==> src/hw/rtl/fdci_pkg.sv <==
package fdci_pkg;

	localparam int BYTE_W = 8;
	localparam int ADDR_W = 20;
	localparam int OP_W   = 2;
	localparam int CMD_W  = 4;
	localparam int PH_W   = 3;

	localparam int DEF_BUFFER_BYTES       = 128;
	localparam int DEF_SECTORS_PER_TRACK  = 26;
	localparam int DEF_MAX_TRACK          = 76;
	localparam int DEF_DRIVE_REGION_BYTES = 524288;

	// command codes, bits 3..1 of the command byte
	localparam logic [CMD_W-1:0] CMD_FILL   = 4'd0;
	localparam logic [CMD_W-1:0] CMD_EMPTY  = 4'd1;
	localparam logic [CMD_W-1:0] CMD_WRITE  = 4'd2;
	localparam logic [CMD_W-1:0] CMD_READ   = 4'd3;
	localparam logic [CMD_W-1:0] CMD_UNUSED = 4'd4;
	localparam logic [CMD_W-1:0] CMD_STATUS = 4'd5;
	localparam logic [CMD_W-1:0] CMD_WRDEL  = 4'd6;
	localparam logic [CMD_W-1:0] CMD_ERRREG = 4'd7;
	localparam logic [CMD_W-1:0] CMD_NONE   = 4'd15;

	localparam logic [PH_W-1:0] PH_IDLE   = 3'd0;
	localparam logic [PH_W-1:0] PH_SECTOR = 3'd1;
	localparam logic [PH_W-1:0] PH_TRACK  = 3'd2;
	localparam logic [PH_W-1:0] PH_FILL   = 3'd3;
	localparam logic [PH_W-1:0] PH_EMPTY  = 3'd4;

	localparam logic [OP_W-1:0] OP_NONE  = 2'd0;
	localparam logic [OP_W-1:0] OP_READ  = 2'd1;
	localparam logic [OP_W-1:0] OP_WRITE = 2'd2;

	localparam logic CFG_STATUS = 1'b0;
	localparam logic CFG_ERROR  = 1'b1;

	localparam logic [BYTE_W-1:0] INIT_BYTE    = 8'h84;
	localparam logic [BYTE_W-1:0] STATUS_RESET = 8'h84;
	localparam logic [BYTE_W-1:0] ERROR_RESET  = 8'h00;

	// partial result carried from the decode stage to the output stage
	typedef struct packed {
		logic              byte_valid;
		logic              from_ram;   // byte comes from the buffer read
		logic              ram_hit;    // entry has been written since reset
		logic [BYTE_W-1:0] byte_val;
		logic [OP_W-1:0]   op;
		logic              done;
		logic              err;
		logic              req;
		logic              outm;
	} s1_res_t;

endpackage

==> src/hw/rtl/floppy_drive_command_interface.sv <==
// Drive side of a floppy controller command link. One transaction in (a run
// pulse carrying a shifted byte, or an init pulse) gives one transaction out
// with the shifted-out byte, any flash sector request and the four status
// levels. The block takes a transaction every cycle while the output does not
// stall. Decode and the sector buffer read are issued in the accepting cycle,
// into the stage register and the registered buffer RAM output; the flash
// address scaling is done in the output stage, so a result passes the stage
// register and then the output register. The output register decouples
// the two sides, so a stalled result does not block the next input while the
// second stage is free. The sector buffer reads as zero from reset until each
// byte is first filled (per-entry valid flags, no clearing pass). Status and
// error bytes are set through the write port: index 0 status, index 1 error
// register; write only while idle.
module floppy_drive_command_interface import fdci_pkg::*; #(
	parameter int BUFFER_BYTES       = DEF_BUFFER_BYTES,
	parameter int SECTORS_PER_TRACK  = DEF_SECTORS_PER_TRACK,
	parameter int MAX_TRACK          = DEF_MAX_TRACK,
	parameter int DRIVE_REGION_BYTES = DEF_DRIVE_REGION_BYTES
) (
	input  logic              clk,
	input  logic              arst_n,
	input  logic              in_valid,
	output logic              in_ready,
	input  logic              action,
	input  logic [BYTE_W-1:0] data_in,
	input  logic              cfg_we,
	input  logic              cfg_index,
	input  logic [BYTE_W-1:0] cfg_data,
	output logic              out_valid,
	input  logic              out_ready,
	output logic              byte_valid,
	output logic [BYTE_W-1:0] byte_out,
	output logic [OP_W-1:0]   storage_op,
	output logic [ADDR_W-1:0] storage_address,
	output logic              done_level,
	output logic              error_level,
	output logic              request_level,
	output logic              output_mode
);

	localparam int AW    = $clog2(BUFFER_BYTES);
	localparam int LIN_W = $clog2((MAX_TRACK + 1) * SECTORS_PER_TRACK);

	logic              adv, valid_s1, drive_s1;
	s1_res_t           res_s1;
	logic [LIN_W-1:0]  lin_s1;
	logic              ram_we, ram_re;
	logic [AW-1:0]     ram_waddr, ram_raddr;
	logic [BYTE_W-1:0] ram_rdata;

	fdci_ctrl #(
		.BUFFER_BYTES     (BUFFER_BYTES),
		.SECTORS_PER_TRACK(SECTORS_PER_TRACK),
		.MAX_TRACK        (MAX_TRACK)
	) u_ctrl (
		.clk      (clk),
		.arst_n   (arst_n),
		.in_valid (in_valid),
		.in_ready (in_ready),
		.action   (action),
		.data_in  (data_in),
		.cfg_we   (cfg_we),
		.cfg_index(cfg_index),
		.cfg_data (cfg_data),
		.adv      (adv),
		.valid_s1 (valid_s1),
		.res_s1   (res_s1),
		.lin_s1   (lin_s1),
		.drive_s1 (drive_s1),
		.ram_we   (ram_we),
		.ram_waddr(ram_waddr),
		.ram_re   (ram_re),
		.ram_raddr(ram_raddr)
	);

	// a fill write always lands at an earlier edge than any empty read of it
	fdci_ram #(
		.WIDTH(BYTE_W),
		.DEPTH(BUFFER_BYTES)
	) u_buf (
		.clk  (clk),
		.we   (ram_we),
		.waddr(ram_waddr),
		.wdata(data_in),
		.re   (ram_re),
		.raddr(ram_raddr),
		.rdata(ram_rdata)
	);

	fdci_out #(
		.BUFFER_BYTES      (BUFFER_BYTES),
		.SECTORS_PER_TRACK (SECTORS_PER_TRACK),
		.MAX_TRACK         (MAX_TRACK),
		.DRIVE_REGION_BYTES(DRIVE_REGION_BYTES)
	) u_out (
		.clk            (clk),
		.arst_n         (arst_n),
		.valid_s1       (valid_s1),
		.res_s1         (res_s1),
		.lin_s1         (lin_s1),
		.drive_s1       (drive_s1),
		.ram_rdata      (ram_rdata),
		.adv            (adv),
		.out_valid      (out_valid),
		.out_ready      (out_ready),
		.byte_valid     (byte_valid),
		.byte_out       (byte_out),
		.storage_op     (storage_op),
		.storage_address(storage_address),
		.done_level     (done_level),
		.error_level    (error_level),
		.request_level  (request_level),
		.output_mode    (output_mode)
	);

endmodule

==> src/hw/rtl/fdci_ram.sv <==
module fdci_ram #(
	parameter int WIDTH = 8,
	parameter int DEPTH = 128
) (
	input  logic                     clk,
	input  logic                     we,
	input  logic [$clog2(DEPTH)-1:0] waddr,
	input  logic [WIDTH-1:0]         wdata,
	input  logic                     re,
	input  logic [$clog2(DEPTH)-1:0] raddr,
	output logic [WIDTH-1:0]         rdata
);

	logic [WIDTH-1:0] mem [DEPTH];

	always_ff @(posedge clk) begin
		if (we) begin
			mem[waddr] <= wdata;
		end
		if (re) begin
			rdata <= mem[raddr];
		end
	end

endmodule

==> src/hw/rtl/fdci_ctrl.sv <==
module fdci_ctrl import fdci_pkg::*; #(
	parameter int BUFFER_BYTES      = DEF_BUFFER_BYTES,
	parameter int SECTORS_PER_TRACK = DEF_SECTORS_PER_TRACK,
	parameter int MAX_TRACK         = DEF_MAX_TRACK,
	localparam int AW    = $clog2(BUFFER_BYTES),
	localparam int LIN_W = $clog2((MAX_TRACK + 1) * SECTORS_PER_TRACK)
) (
	input  logic              clk,
	input  logic              arst_n,
	input  logic              in_valid,
	output logic              in_ready,
	input  logic              action,
	input  logic [BYTE_W-1:0] data_in,
	input  logic              cfg_we,
	input  logic              cfg_index,
	input  logic [BYTE_W-1:0] cfg_data,
	input  logic              adv,
	output logic              valid_s1,
	output s1_res_t           res_s1,
	output logic [LIN_W-1:0]  lin_s1,
	output logic              drive_s1,
	output logic              ram_we,
	output logic [AW-1:0]     ram_waddr,
	output logic              ram_re,
	output logic [AW-1:0]     ram_raddr
);

	localparam int IDX_W = $clog2(BUFFER_BYTES + 1);
	localparam int SEC_W = $clog2(SECTORS_PER_TRACK + 1);
	localparam logic [IDX_W-1:0]  IDX_END = IDX_W'(BUFFER_BYTES);
	localparam logic [BYTE_W-1:0] SEC_MAX = BYTE_W'(SECTORS_PER_TRACK);
	localparam logic [BYTE_W-1:0] TRK_MAX = BYTE_W'(MAX_TRACK);
	localparam logic [LIN_W-1:0]  SPT_L   = LIN_W'(SECTORS_PER_TRACK);

	logic [CMD_W-1:0]        cmd_q, cmd_n, cmd_e;
	logic [PH_W-1:0]         phase_q, phase_n, phase_e;
	logic                    drive_q, drive_n;
	logic [IDX_W-1:0]        idx_q, idx_n, idx_inc;
	logic [SEC_W-1:0]        sector_q, sector_n;
	logic                    done_q, done_n, err_q, err_n, req_q, req_n, outm_q, outm_n;
	logic [BYTE_W-1:0]       status_q, error_q;
	logic [BUFFER_BYTES-1:0] filled_q;
	logic                    in_fire, started, end_c;
	s1_res_t                 res_n;
	logic [LIN_W-1:0]        lin_n;

	assign in_ready = !valid_s1 || adv;
	assign in_fire  = in_valid && in_ready;
	assign idx_inc  = idx_q + 1'b1;

	always_comb begin
		cmd_n     = cmd_q;
		phase_n   = phase_q;
		drive_n   = drive_q;
		idx_n     = idx_q;
		sector_n  = sector_q;
		done_n    = done_q;
		err_n     = err_q;
		req_n     = req_q;
		outm_n    = outm_q;
		started   = 1'b0;
		end_c     = 1'b0;
		cmd_e     = cmd_q;
		phase_e   = phase_q;
		lin_n     = '0;
		ram_we    = 1'b0;
		ram_waddr = idx_q[AW-1:0];
		ram_re    = 1'b0;
		ram_raddr = '0;
		res_n     = '0;
		if (action) begin
			res_n.byte_valid = 1'b1;
			res_n.byte_val   = INIT_BYTE;
			end_c            = 1'b1;
		end else begin
			started = (cmd_q == CMD_NONE);
			if (started) begin
				done_n  = 1'b0;
				err_n   = 1'b0;
				drive_n = data_in[4];
				cmd_e   = {1'b0, data_in[3:1]};
				phase_e = PH_IDLE;
			end
			cmd_n   = cmd_e;
			phase_n = phase_e;
			unique case (cmd_e)
				CMD_FILL: begin
					if (phase_e != PH_FILL) begin
						phase_n = PH_FILL;
						req_n   = 1'b1;
						idx_n   = '0;
					end else begin
						req_n  = 1'b0;
						ram_we = in_fire && (idx_q < IDX_END);
						idx_n  = idx_inc;
						if (idx_inc >= IDX_END) begin
							end_c = 1'b1;
						end else begin
							req_n = 1'b1;
						end
					end
				end
				CMD_EMPTY: begin
					if (phase_e != PH_EMPTY) begin
						phase_n          = PH_EMPTY;
						outm_n           = 1'b1;
						res_n.byte_valid = 1'b1;
						res_n.from_ram   = 1'b1;
						ram_re           = in_fire;
						ram_raddr        = '0;
						idx_n            = IDX_W'(1);
						req_n            = 1'b1;
					end else if (idx_q < IDX_END) begin
						res_n.byte_valid = 1'b1;
						res_n.from_ram   = 1'b1;
						ram_re           = in_fire;
						ram_raddr        = idx_q[AW-1:0];
						idx_n            = idx_inc;
						req_n            = 1'b1;
					end else begin
						req_n = 1'b0;
						end_c = 1'b1;
					end
				end
				CMD_WRITE, CMD_READ, CMD_WRDEL: begin
					if (phase_e != PH_SECTOR && phase_e != PH_TRACK) begin
						phase_n = PH_SECTOR;
						req_n   = 1'b1;
					end else if (phase_e == PH_SECTOR) begin
						req_n = 1'b0;
						if (data_in == '0 || data_in > SEC_MAX) begin
							err_n = 1'b1;
							end_c = 1'b1;
						end else begin
							sector_n = SEC_W'(data_in - 1'b1);
							phase_n  = PH_TRACK;
							req_n    = 1'b1;
						end
					end else begin
						req_n = 1'b0;
						end_c = 1'b1;
						if (data_in > TRK_MAX) begin
							err_n = 1'b1;
						end else begin
							// linear sector number; scaled to bytes in the output stage
							lin_n    = LIN_W'(data_in[6:0]) * SPT_L + LIN_W'(sector_q);
							res_n.op = (cmd_e == CMD_READ) ? OP_READ : OP_WRITE;
						end
					end
				end
				CMD_STATUS: begin
					res_n.byte_valid = 1'b1;
					res_n.byte_val   = status_q;
					end_c            = 1'b1;
				end
				CMD_ERRREG: begin
					res_n.byte_valid = 1'b1;
					res_n.byte_val   = error_q;
					end_c            = 1'b1;
				end
				default: begin
					end_c = 1'b1;
				end
			endcase
		end
		if (end_c) begin
			done_n  = 1'b1;
			outm_n  = 1'b0;
			cmd_n   = CMD_NONE;
			phase_n = PH_IDLE;
			idx_n   = '0;
		end
		res_n.ram_hit = filled_q[ram_raddr];
		res_n.done    = done_n;
		res_n.err     = err_n;
		res_n.req     = req_n;
		res_n.outm    = outm_n;
	end

	always_ff @(posedge clk or negedge arst_n) begin
		if (!arst_n) begin
			cmd_q    <= CMD_NONE;
			phase_q  <= PH_IDLE;
			drive_q  <= 1'b0;
			idx_q    <= '0;
			sector_q <= '0;
			done_q   <= 1'b1;
			err_q    <= 1'b0;
			req_q    <= 1'b0;
			outm_q   <= 1'b0;
			filled_q <= '0;
			valid_s1 <= 1'b0;
			status_q <= STATUS_RESET;
			error_q  <= ERROR_RESET;
		end else begin
			if (cfg_we) begin
				unique case (cfg_index)
					CFG_STATUS: status_q <= cfg_data;
					CFG_ERROR:  error_q  <= cfg_data;
					default:    status_q <= status_q;
				endcase
			end
			if (in_fire) begin
				cmd_q    <= cmd_n;
				phase_q  <= phase_n;
				drive_q  <= drive_n;
				idx_q    <= idx_n;
				sector_q <= sector_n;
				done_q   <= done_n;
				err_q    <= err_n;
				req_q    <= req_n;
				outm_q   <= outm_n;
				if (ram_we) begin
					filled_q[ram_waddr] <= 1'b1;
				end
			end
			if (in_fire) begin
				valid_s1 <= 1'b1;
			end else if (adv) begin
				valid_s1 <= 1'b0;
			end
		end
	end

	// stage payload, no reset
	always_ff @(posedge clk) begin
		if (in_fire) begin
			res_s1   <= res_n;
			lin_s1   <= lin_n;
			drive_s1 <= drive_n;
		end
	end

endmodule

==> src/hw/rtl/fdci_out.sv <==
module fdci_out import fdci_pkg::*; #(
	parameter int BUFFER_BYTES       = DEF_BUFFER_BYTES,
	parameter int SECTORS_PER_TRACK  = DEF_SECTORS_PER_TRACK,
	parameter int MAX_TRACK          = DEF_MAX_TRACK,
	parameter int DRIVE_REGION_BYTES = DEF_DRIVE_REGION_BYTES,
	localparam int LIN_W = $clog2((MAX_TRACK + 1) * SECTORS_PER_TRACK)
) (
	input  logic              clk,
	input  logic              arst_n,
	input  logic              valid_s1,
	input  s1_res_t           res_s1,
	input  logic [LIN_W-1:0]  lin_s1,
	input  logic              drive_s1,
	input  logic [BYTE_W-1:0] ram_rdata,
	output logic              adv,
	output logic              out_valid,
	input  logic              out_ready,
	output logic              byte_valid,
	output logic [BYTE_W-1:0] byte_out,
	output logic [OP_W-1:0]   storage_op,
	output logic [ADDR_W-1:0] storage_address,
	output logic              done_level,
	output logic              error_level,
	output logic              request_level,
	output logic              output_mode
);

	// address arithmetic wraps at the 20-bit flash window
	localparam logic [ADDR_W-1:0] BB_A  = ADDR_W'(BUFFER_BYTES);
	localparam logic [ADDR_W-1:0] DRB_A = ADDR_W'(DRIVE_REGION_BYTES);

	logic [BYTE_W-1:0] byte_n;
	logic [ADDR_W-1:0] addr_n;

	assign adv = valid_s1 && (!out_valid || out_ready);

	always_comb begin
		if (res_s1.from_ram) begin
			byte_n = res_s1.ram_hit ? ram_rdata : '0;
		end else begin
			byte_n = res_s1.byte_val;
		end
		if (res_s1.op != OP_NONE) begin
			addr_n = ADDR_W'(lin_s1) * BB_A + (drive_s1 ? DRB_A : '0);
		end else begin
			addr_n = '0;
		end
	end

	always_ff @(posedge clk or negedge arst_n) begin
		if (!arst_n) begin
			out_valid <= 1'b0;
		end else if (adv) begin
			out_valid <= 1'b1;
		end else if (out_ready) begin
			out_valid <= 1'b0;
		end
	end

	always_ff @(posedge clk) begin
		if (adv) begin
			byte_valid      <= res_s1.byte_valid;
			byte_out        <= byte_n;
			storage_op      <= res_s1.op;
			storage_address <= addr_n;
			done_level      <= res_s1.done;
			error_level     <= res_s1.err;
			request_level   <= res_s1.req;
			output_mode     <= res_s1.outm;
		end
	end

endmodule

==> config.mk <==
export PLATFORM = sky130hd
export DESIGN_NAME = floppy_drive_command_interface
export DESIGN_NICKNAME = d
export VERILOG_FILES = /design/src/hw/rtl/fdci_pkg.sv /design/src/hw/rtl/floppy_drive_command_interface.sv /design/src/hw/rtl/fdci_ram.sv /design/src/hw/rtl/fdci_ctrl.sv /design/src/hw/rtl/fdci_out.sv
export SDC_FILE = /design/constraint.sdc
export NUM_CORES = 2
export LEC_CHECK = 0
export ABC_AREA = 1
export BUFFER_PORTS_ARGS = -buffer_cell sky130_fd_sc_hd__buf_4
export CORE_MARGIN = 10
export CORE_UTILIZATION = 43
export DETAILED_ROUTE_END_ITERATION = 6
export SETUP_SLACK_MARGIN = 0.05
export SYNTH_ARGS = -nofsm -noshare
export SYNTH_HDL_FRONTEND = slang
export SYNTH_SLANG_ARGS = --single-unit
export TNS_END_PERCENT = 5
==> constraint.sdc <==
create_clock -name clk -period 4.2 [get_ports clk]
set_input_delay 0.21 -clock clk [delete_from_list [all_inputs] [get_ports clk]]
set_output_delay 0.21 -clock clk [all_outputs]
set_load 0.02 [all_outputs]
After elaboration in Yosys (flattened, before gate mapping)
Memories as Yosys holds them, arrays and structs flattened. A register that Yosys moved wholly into a read port is not among the register bits.
Cells that the tools add are included.

word-level totals
  flip-flop bits (word level) = 235
  memory bits (writable) = 1024
  bits of input ports = 23
  output and inout bits = 37
  logic and storage cells = 176
  memories = 1

operators by class
  add/sub/neg operators = 4
  multipliers = 1
  magnitude comparators = 7
  equal/unequal tests = 14
  mux-type cells = 83
  bitwise operators = 7
  reduce and logical (&&, ||, !) cells = 26

memory list
  name       words  bits a word  read ports  clocked after Yosys merged registers in  wr ports  line            text
  u_buf.mem  128    8            1           1                                        1         fdci_ram.sv:14  logic [WIDTH-1:0] mem [DEPTH];

operator list
  kind                                                                              number
  128-bit bitwise OR                                                                1
  8-bit two-way mux                                                                 7
  1-bit two-way mux                                                                 47
  8-bit case mux with 2 select lines                                                2
  7-bit two-way mux                                                                 4
  3-bit two-way mux                                                                 9
  18-bit by 20-bit adder with 20-bit output                                         1
  20-bit two-way mux                                                                1
  7-bit by 8-bit less-than comparator with 1-bit output (second input constant)     2
  4-bit two-way mux                                                                 4
  4-bit by 3-bit equality test with 1-bit output (second input constant)            3
  11-bit by 5-bit adder with 11-bit output                                          1
  7-bit by 4-bit multiplier with 10-bit output (second input constant)              1
  3-bit case mux with 3 select lines                                                1
  8-bit by 1-bit adder with 8-bit output (second input constant)                    1
  4-bit by 2-bit equality test with 1-bit output (second input constant)            2
  8-bit >= comparator (second input constant)                                       1
  8-bit by 5-bit greater-than comparator with 1-bit output (second input constant)  1
  8-bit by 7-bit greater-than comparator with 1-bit output (second input constant)  1
  8-bit logical NOT                                                                 1
  8-bit less-than comparator (second input constant)                                1
  2-bit AND reduction                                                               4
  1-bit binary-select mux with 7-bit select                                         1
  1-bit demux with 7-bit select                                                     1
  25 further kinds                                                                  44

Depth between registers and ports, before layout
  word-level depth = 11
  depth in mapped cells = 20

By module
Synthesis repeated with hierarchy kept, for this count alone.

unflattened totals
  cell total of the unflattened synthesis = 4818
  area, all modules = 53451.3 um^2

by module, submodules not included
  module     instances  cells each  area each (um^2)
  fdci_ram   1          3575        42184.2
  fdci_ctrl  1          1148        10117.2
  fdci_out   1          95          1149.9

Worst setup path after synthesis
Ideal clock, no wire load.

  path kind = flip-flop to flip-flop
  start = register u_ctrl.cmd_q[3]
  end = memory u_buf.mem[72][0] (enable)
  library setup time = 0.370 ns
  arrival time = 2.523 ns
  required time = 3.830 ns
  setup slack = 1.307 ns
  cell stages (with the launch flop) = 14
  buffers on the path = 1
  period minus slack after synthesis = 2.893 ns
  path through = dfstp_2 nand2_1 nor2_2 nand2_1 nand2_1 inv_1 nor2_1 nand3_1 nor2_1 inv_1 nor2_1 nand3_1 clkbuf_1 nor2_1

between the ends
  word-level cells in the longest chain between the ends = 9

ends and longest elaborated chain
  item                                       line              text
  start, declared                            fdci_ctrl.sv:35   logic [CMD_W-1:0] cmd_q, cmd_n, cmd_e;
  start signal, assigned                     fdci_ctrl.sv:204  cmd_q <= cmd_n;
  4-bit equality test                        fdci_ctrl.sv:76   started = (cmd_q == CMD_NONE);
  3-bit two-way mux                          fdci_ctrl.sv:77   if (started) begin
  3-bit two-way mux                          fdci_ctrl.sv:71   if (action) begin
  3-bit by 2-bit != test with 1-bit output   fdci_ctrl.sv:88   if (phase_e != PH_FILL) begin
  1-bit two-way mux                          fdci_ctrl.sv:88
  1-bit two-way mux *                        fdci_ctrl.sv:86   unique case (cmd_e)
  1-bit two-way mux *                        fdci_ctrl.sv:71
  1-bit two-way mux *                        fdci_ram.sv:17    if (we) begin
  1-bit two-way mux (implied by the code) *  fdci_ram.sv:18    mem[waddr] <= wdata;
  end, declared                              fdci_ram.sv:14

Every way passes the cells marked *; elsewhere a longest branch is shown, timed or not. The select of a mux whose other input is x is not followed.

Final worst setup path
  start = register u_ctrl.cmd_q[3]
  end = register u_buf.rdata[7] (read register of u_buf.mem) (data pin)

between the ends
  word-level cells in the longest chain between the ends = 7

ends and longest elaborated chain
  item                                                    line              text
  4-bit equality test                                     fdci_ctrl.sv:76
  3-bit two-way mux                                       fdci_ctrl.sv:77
  3-bit two-way mux                                       fdci_ctrl.sv:71
  3-bit != test                                           fdci_ctrl.sv:104  if (phase_e != PH_EMPTY) begin
  7-bit two-way mux or 1-bit two-way mux (tied branches)  fdci_ctrl.sv:104
  7-bit two-way mux or 1-bit two-way mux (tied branches)  fdci_ctrl.sv:86
  7-bit two-way mux or 1-bit two-way mux (tied branches)  fdci_ctrl.sv:71
  end, declared                                           fdci_ram.sv:11    output logic [WIDTH-1:0] rdata

Parallel ways exist; a longest one is shown, timed or not. The select of a mux whose other input is x is not followed.
A chain may end at the register's enable or synchronous reset.

==> metrics.txt <==
status=complete, but fails checks; failing checks=DRC; # clock sinks=1259; dpl ws=0.211 ns; required time of the critical path=4.72 ns; TritonCTS clock tree=built; setup TNS=0 ns; routed wl met2=76400 um; final period utilization=95.9%; # nets final=5869; CP Capture Type=register; switching power=6.34 mW; layout cells sized above 1=9.37%; commonest non-fill, non-tap cell in the layout=edfxtp_1; synth unique cells=42; RSZ-0062 raised after global routing=true; MaxCap Viol Count=0; Via density=5.44; area grow syn2layout=14.2%; GRT Residual Overflow=0; Clk network pwr share=43.5%; hpwl dp=96400 um; wire per inst=21.7 um; Yosys top cell by area=edfxtp_1; Post-Layout Cell Count=7678; Slew Limit Fails=0; switching part of the total=23.0%; die area=0.148 mm^2; iteration-0 DRC count of the detailed router=4997; clock latency on the worst-skew pair=0.77 ns; gr usage total=22.0%; Cells after Synth=5736; Logic pwr share=6.3%; vias in the first global route=39700; Worst Hold Class=input port to register; num rows=133; Max Freq=0.248 GHz; worst slew pin tran=1.01 ns; Port Buffers=51; initial antenna violation count=0; number of synthesized register bits=1259; final setup margin=0.170 ns; DRC viols=1; placed cell count=7397; Max VDD drop=0.430 mV; commonest cells after routing, fill and taps aside=edfxtp_1, inv_1, nand3_1; H-tree depth=4; Die Height=385 um; CP startpoint=u_ctrl.cmd_q[3]$_DFFE_PN1P_; number of synthesized flops with an enable pin=1088; startpoint types=register; hold path start=cfg_we; Seq/Total Area, Yosys=64.7%; worst clock skew=0.0294 ns; pin count of the biggest net entering global routing=169; top_reg_cell synth=edfxtp_1; GPL Wtd Cong=0.868; clock root buffer=clkbuf_16; critical path's largest stage delay=0.74 ns; Ports=60; global-route wire length before repair=250000 um; Avg Inst Size Synth=9.96 um^2; critical path peak fanout=61; Synth Cell Area=0.0571 mm^2; WP data arrival=4.55 ns; Area after DPL=0.0605 mm^2; CTS Buf Count=135; final setup vio count=0; deepest clock path buffer count=3; sequential share of power=50.2%; Area contributors post-synth=edfxtp_1, nand3_1, dfrtp_1; Synth top area share=57.2%; clock-pin slew on the worst setup and hold paths=0.06 ns; Max Used Layer=met4; core area=0.132 mm^2; WS Path Type=register to register; die width=385 um; number of diodes=0; PD cells=422 mW/mm^2; WHS=0.0243 ns; Starting Density=43.4%; met3 routed WL=12800 um; CP cell instances=nand2_1, inv_2, nand2_2, nand4_1, inv_1, nand2_2, nor3_4, inv_4, buf_12, nand3_1, nand3_1, nand3_1, nand3_1, nand2_1, nand2_1, nand2_1; Critical R2R Launch=u_ctrl.cmd_q[3]$_DFFE_PN1P_; final WL=166000 um; vias=41800; Synth warnings=0; Metal-1 WL=71600 um; Final Hold Viols=0; slew margin rel.=32.8%; final instance area=0.0653 mm^2; Final ANT Viol Nets=0; fraction of registers with async set/reset=13.6%; slowest stage cell, crit path=inv_4; Pre-antenna DRT Iters=7; LEAKAGE=27.9 nW; P_int=21.2 mW; Final Critical Period=4.03 ns
cell usage after synthesis (3+ instances only):
cell type,n
buf_2,55
dfrtp_1,164
edfxtp_1,1088
o211ai_1,27
nor3_1,18
nor3b_1,4
xor2_1,10
buf_4,10
nand2_2,4
nand4_1,393
fa_1,5
nor2_1,382
nor2_2,4
nor4_1,3
dfstp_2,7
inv_2,7
inv_1,1050
nand3_1,969
ha_1,33
o22ai_1,5
clkbuf_1,265
or2_2,22
a21oi_1,23
buf_1,51
nand2_1,891
nor3_2,3
clkinv_1,5
o21ai_0,220
critical path: cells and delay by family, from the launching register on:
kind,cells,cell delay [ns]
flops,1,0.54
simple gates,12,1.80
buf+inv,4,1.38
what timing repair did:
| action | 4_1_cts | 5_1_grt |
|---|---|---|
| setup endpoints to repair | 0 | 8 |
| hold buffers | 21 | 0 |
| gates resized for setup | 0 | 2 |
| setup buffers | 0 | 5 |
| endpoints found under the hold margin | 181 | 0 |
sequential cells by signal, summed over array words and instances (netlist names), 11 cells and up:
name / flops
u_ctrl.res_s1: 17
u_ctrl.lin_s1: 11
u_ctrl.filled_q: 128
u_out.storage_address: 12
u_buf.mem: 1024
layer usage:
metal | global-route usage, % | vias up
li1 | - | 19400
met1 | 30.7 | 20400
met2 | 34.5 | 1731
met3 | 3.59 | 300
met4 | 8.06 | 0
met5 | 0 | -
stage by stage:
stage | power (mW) | utilization [%]
6_report | 27.5 | 49.5
5_1_grt | 28.4 | 49.5
4_1_cts | 27.6 | 49.4
3_5_place_dp | 15.7 | 45.9
3_3_place_gp | 15.7 | 45.9
2_1_floorplan | 15.0 | -
path summary, 6_finish.rpt:
| path | end | slack, ns | cells after the start |
|---|---|---|---|
| worst max register to register | u_buf.rdata[7]$_DFFE_PP_ | 0.17 | 16 |
| max in group asynchronous | u_ctrl.filled_q[56]$_DFFE_PN0P_ | 3.02 | 3 |
| worst max-delay path | u_buf.rdata[7]$_DFFE_PP_ | 0.17 | 16 |
| worst min-delay path | u_ctrl.status_q[1]$_DFFE_PN0P_ | 0.02 | 4 |
| worst min register to register | u_out.done_level$_DFFE_PP_ | 0.42 | 0 |
| min in group asynchronous | u_ctrl.sector_q[2]$_DFFE_PN0P_ | 0.09 | 2 |
kinds of logic after synthesis:
logic type               Yosys count  share of synthesized area (%)
XOR/XNOR                          12                          0.184
adder cells (fa/ha/maj)           38                          0.898
other                              1                        0.00656
AO/OA/AOI/OAI                    283                           2.65
flip-flops                      1259                           64.7
buffers and inverters           1444                           9.68
AND/OR/NAND/NOR                 2699                           21.9
area by class of cell:
| type | count | area (um^2) |
|---|---|---|
| Inverter | 1062 | 4000 |
| Fill cell | 12000 | 66500 |
| Tap cell | 1755 | 2200 |
| Clock inverter | 75 | 693 |
| Timing Repair Buffer | 309 | 2890 |
| Sequential cell | 1259 | 37000 |
| Clock buffer | 177 | 3780 |
| Multi-Input combinational cell | 3041 | 14800 |
power groups by stage:
stage	Sequential [mW]	Clock, mW	Combinational (mW)
after CTS	13.8	12.2	1.63
after global routing	13.8	12.7	1.85
after global placement	14.1	0	1.59
final	13.8	12.0	1.72
after floorplan	14.1	0	0.850
after detailed placement	14.1	0	1.60
Power figures use the tool's default switching activity.
